--- config.mk ---
export PLATFORM = sky130hd
export DESIGN_NAME = bis_mac
export DESIGN_NICKNAME = d
export VERILOG_FILES = /design/src/bis_pkg.sv /design/src/bis_mac.sv
export SDC_FILE = /design/constraint.sdc
export NUM_CORES = 1
export LEC_CHECK = 0
export BUFFER_PORTS_ARGS = -buffer_cell sky130_fd_sc_hd__buf_4
export CAP_MARGIN = 20
export CORE_ASPECT_RATIO = 0.8
export CORE_MARGIN = 10
export CORE_UTILIZATION = 35
export CTS_CLUSTER_SIZE = 28
export DETAILED_ROUTE_END_ITERATION = 12
export PLACE_DENSITY = 0.53
export SYNTH_ARGS = -nofsm -noshare
export SYNTH_HDL_FRONTEND = slang
export SYNTH_SLANG_ARGS = --single-unit
--- constraint.sdc ---
create_clock -name clk -period 11.9 [get_ports clk]
set_input_delay 2.38 -clock clk [delete_from_list [all_inputs] [get_ports clk]]
set_output_delay 2.38 -clock clk [all_outputs]
set_load 0.005 [all_outputs]
--- src/bis_pkg.sv ---
// Shared types, field widths, register codes and defaults for the bilinear scaler.
// No dependencies; bis_mac and the top level import this package, bis_ram uses none.
`default_nettype none
package bis_pkg;

  // Parameter defaults
  localparam int MAX_WIDTH_DEF   = 512;
  localparam int MAX_HEIGHT_DEF  = 512;
  localparam int WEIGHT_BITS_DEF = 8;

  // Fixed field widths
  localparam int CMD_W   = 1;
  localparam int SRC_W   = 9;
  localparam int PIX_W   = 8;
  localparam int DEST_W  = 11;
  localparam int SIZE_W  = 10;
  localparam int SCALE_W = 17;
  localparam int FRAC_W  = 16;
  localparam int POS_W   = DEST_W + SCALE_W;
  localparam int CFG_IDX_W = 2;

  // Command codes
  localparam logic [CMD_W-1:0] CMD_WRITE    = 1'b0;
  localparam logic [CMD_W-1:0] CMD_RESAMPLE = 1'b1;

  // Configuration register indexes
  localparam logic [CFG_IDX_W-1:0] CFG_SOURCE_WIDTH  = 2'd0;
  localparam logic [CFG_IDX_W-1:0] CFG_SOURCE_HEIGHT = 2'd1;
  localparam logic [CFG_IDX_W-1:0] CFG_INVERSE_SCALE = 2'd2;

  // Register reset values
  localparam logic [SIZE_W-1:0]  SOURCE_WIDTH_RST  = 10'd512;
  localparam logic [SIZE_W-1:0]  SOURCE_HEIGHT_RST = 10'd512;
  localparam logic [SCALE_W-1:0] INVERSE_SCALE_RST = 17'd50412;

  typedef struct packed {
    logic [CMD_W-1:0]  cmd;
    logic [SRC_W-1:0]  src_col;
    logic [SRC_W-1:0]  src_row;
    logic [PIX_W-1:0]  src_pixel;
    logic [DEST_W-1:0] dest_col;
    logic [DEST_W-1:0] dest_row;
  } req_t;

  typedef struct packed {
    logic [PIX_W-1:0]  result_pixel;
    logic [DEST_W-1:0] result_col;
    logic [DEST_W-1:0] result_row;
  } res_t;

  // Control of the shared multiply-accumulate unit
  typedef struct packed {
    logic load;
    logic accum;
  } mac_ctrl_t;

  function automatic int max_int(input int a, input int b);
    return (a > b) ? a : b;
  endfunction

endpackage
`default_nettype wire

--- src/bis_mac.sv ---
// Shared multiply-accumulate unit: one multiplier feeding a registered accumulator.
// Depends on bis_pkg (mac_ctrl_t).
`default_nettype none
module bis_mac #(
  parameter int A_W   = 16,
  parameter int B_W   = 17,
  parameter int ACC_W = 28
) (
  input  wire logic                      clk,
  input  wire logic [A_W-1:0]            a,
  input  wire logic [B_W-1:0]            b,
  input  wire bis_pkg::mac_ctrl_t        ctrl,
  output logic      [ACC_W-1:0]          acc
);
  import bis_pkg::*;

  logic [A_W+B_W-1:0] prod;

  assign prod = a * b;

  // Operands are chosen so every product and partial sum fits ACC_W.
  always_ff @(posedge clk) begin
    if (ctrl.load) begin
      acc <= ACC_W'(prod);
    end else if (ctrl.accum) begin
      acc <= acc + ACC_W'(prod);
    end
  end

endmodule
`default_nettype wire

==> results.yml <==
status:
  outcome: "completed"
clocking:
  cts_repair_resize_count: 0
  clkLatencyLatePin_ns: 0.28
  cts-root-buf: "clkbuf_16"
  clkTransAtPathRegs_ns: 0.08
  post-cts-setup-buffers: 0
  tritoncts: "done"
  cts.sinks: 28
  cts_made_buffers: 3
  htree_levels: 1
  ctsHoldBuffers: 0
  ctsLongestPathBuffers: 2
logic_synthesis:
  synth_compound_area_share_pct: 9.43
  synth_area_mm2: 0.0106
  ys_seq_elements: 28
  seq_area_frac_synth_pct: 7.94
  yosysTopAreaCell: "fa_1"
  synth_most_common_cell: "inv_1"
  syn_inst: 1194
  netlist.area_leader.share_pct: 38.0
  yosys.area_share.simple_pct: 16.8
  synth_top_family_by_area: "adder cells"
  ys.flop_type: "edfxtp_1"
  synth_edf_count: 28
  synth.distinct_cells: 53
  synth_fp_nets: 1538
  avgSynthCellArea_um2: 8.87
  synth.area.top_cells: "fa_1 (38%), ha_1 (13%), inv_1 (8.6%)"
  synthArstFlopShare_pct: 0
  yosysWarnings: 0
  synth_fa_ha_area_share_pct: 50.6
  muxShareOfSynthArea_pct: 0.638
  synth_common_cells: "inv_1 (243), fa_1 (201), nand2_1 (172)"
  synth_xor_area_share_pct: 4.51
setup_path:
  timing.rr.start: "acc[0]"
  critPathRequiredTime_ns: 11.93
  r2r_end: "acc[26]"
  cp_slowest_cell: "fa_1"
  cp.arrival_ns: 9.61
  critPathLaunch: "b[7]"
  cp_common_cell: "fa_1"
  crit_end: "acc[24]"
  rrSetupSlack_ns: 8.53
  r2r_cells: 11
  cp_slowest_stage_delay_ns: 0.55
  endpoint_kind: "flop"
  cp_max_fo: 16
  critPathKind: "input port to flop"
  critPathLaunchType: "input port"
drt:
  drcViolationCount: 0
  dr.pass1.iters: 4
  ant_nets: 0
  drt_iter0_markers: 334
  avgViaCountPerCell: 4.83
  wl_per_cell_um: 16.0
  wl_um: 26100
  via_count: 7856
cells_and_area:
  fillers: 3099
  syn_to_final_growth_pct: 8.80
  drive_gt1_share_pct: 7.05
  largest_register_ffs: 28
  final_nets: 1565
  n_antenna_cell: 0
  reg_top3: "acc x28"
  largest_register: "acc"
timing:
  drv_slew: 0
  finClkSkew_ns: 0.00568
  rsz0062_at_grt: "false"
  slew_headroom_pct: 50.5
  fmax_mhz: 104
  timing.setup.tns_ns: 0
  finalSetupViolCount: 0
  min_period_over_period_pct: 80.5
  hold_viol: 0
  period_needed_ns: 9.57
  worstMarginPinSlew_ns: 0.742
die:
  initial_utilization_pct: 35.8
  rows: 56
  core_area_mm2: 0.0296
  ioPinCount: 64
  die_w_um: 215
  dieArea_mm2: 0.0377
  die_h_um: 176
min_path:
  min_path_type: "flop to flop"
  min_from: "acc[0]"
grt:
  grt_usage_pct: 14.1
  overflow: 0
  grt_pass1_wl_um: 43800
  grt_antenna_before_repair: 0
  grt_pass1_vias: 8303
  grt_max_degree: 46
job:
  cap_violations: 0
placement:
  place_hpwl_um: 21700
  gp_congestion: 0.815
  placement.io_buffers: 63
==> worst max-delay path, delay by kind of cell <==
family,cells,cell delay [ns]
muxes,1,0.27
xor gates and xnor gates,2,0.31
AOI/OAI and AO/OA,9,2.05
adders and majority gates,8,3.63
and+or+nand+nor,3,0.49
buffers and inverters,6,0.47
==> placed cells by master (no fill, tap or decap), drive strengths merged, types with 2 or more instances in the layout <==
cell	n
a31o	2
clkbuf	3
o21a	6
or2	4
a211oi	8
and2	129
nor4	2
o211ai	5
ha	107
a211o	2
xnor2	34
buf	63
o21ai	42
nand2b	10
edfxtp	28
nand3	3
a41oi	2
nand2	173
a21o	24
a21oi	40
o21bai	5
nor3	5
xor2	18
a221o	2
fa	201
inv	243
nand4	2
and3	5
a31oi	6
a21boi	2
o31ai	3
mux2	6
nor2	20
nor2b	6
==> layer usage <==
layer	wire length, µm	up-vias	track usage (%)
met5	0	-	0
met4	263	0	1.77
met3	618	16	1.27
met2	12200	113	23.3
met1	13000	3996	20.2
li1	-	3731	-
==> how the worst min path moves through the flow <==
stage | end | cells past startpoint
6_report | acc[0] | 2
5_1_grt | acc[0] | 2
4_1_cts | acc[0] | 2
3_5_place_dp | acc[0] | 2
3_3_place_gp | acc[0] | 2
2_1_floorplan | acc[0] | 2
==> logic make-up (layout without fill, tap and decap cells) <==
group                    count (synthesis)  in the layout
multiplexers                             6              6
XOR/XNOR                                53             53
flip-flops                              28             28
AO/OA/AOI/OAI                          153            153
adder cells (fa/ha/maj)                308            308
AND/OR/NAND/NOR                        361            361
buffers and inverters                  285            311
==> layout make-up <==
class / count / area, µm² / share of cell area, %
Tap cell: 406 / 508 / 4.41
Multi-Input combinational cell: 881 / 8680 / 75.3
Clock inverter: 1 / 30.0 / 0.261
Clock buffer: 3 / 75.1 / 0.651
Timing Repair Buffer: 63 / 473 / 4.10
Sequential cell: 28 / 841 / 7.30
Inverter: 244 / 916 / 7.95
==> through the flow <==
step,utilization [%],instance area (µm²),cells,setup WS [ns],hold WS (ns)
floorplan,-,10600,1194,2.34,0.700
global placement,38.6,11400,1622,2.10,0.745
detailed placement,38.6,11400,1622,2.02,0.754
CTS,39.0,11500,1626,2.30,0.774
global route,39.0,11500,1626,1.96,0.791
finish,39.0,11500,1626,2.33,0.771
Power is not shown: default switching activity piles up to over one toggle a cycle in this logic, so the estimate is an artifact.
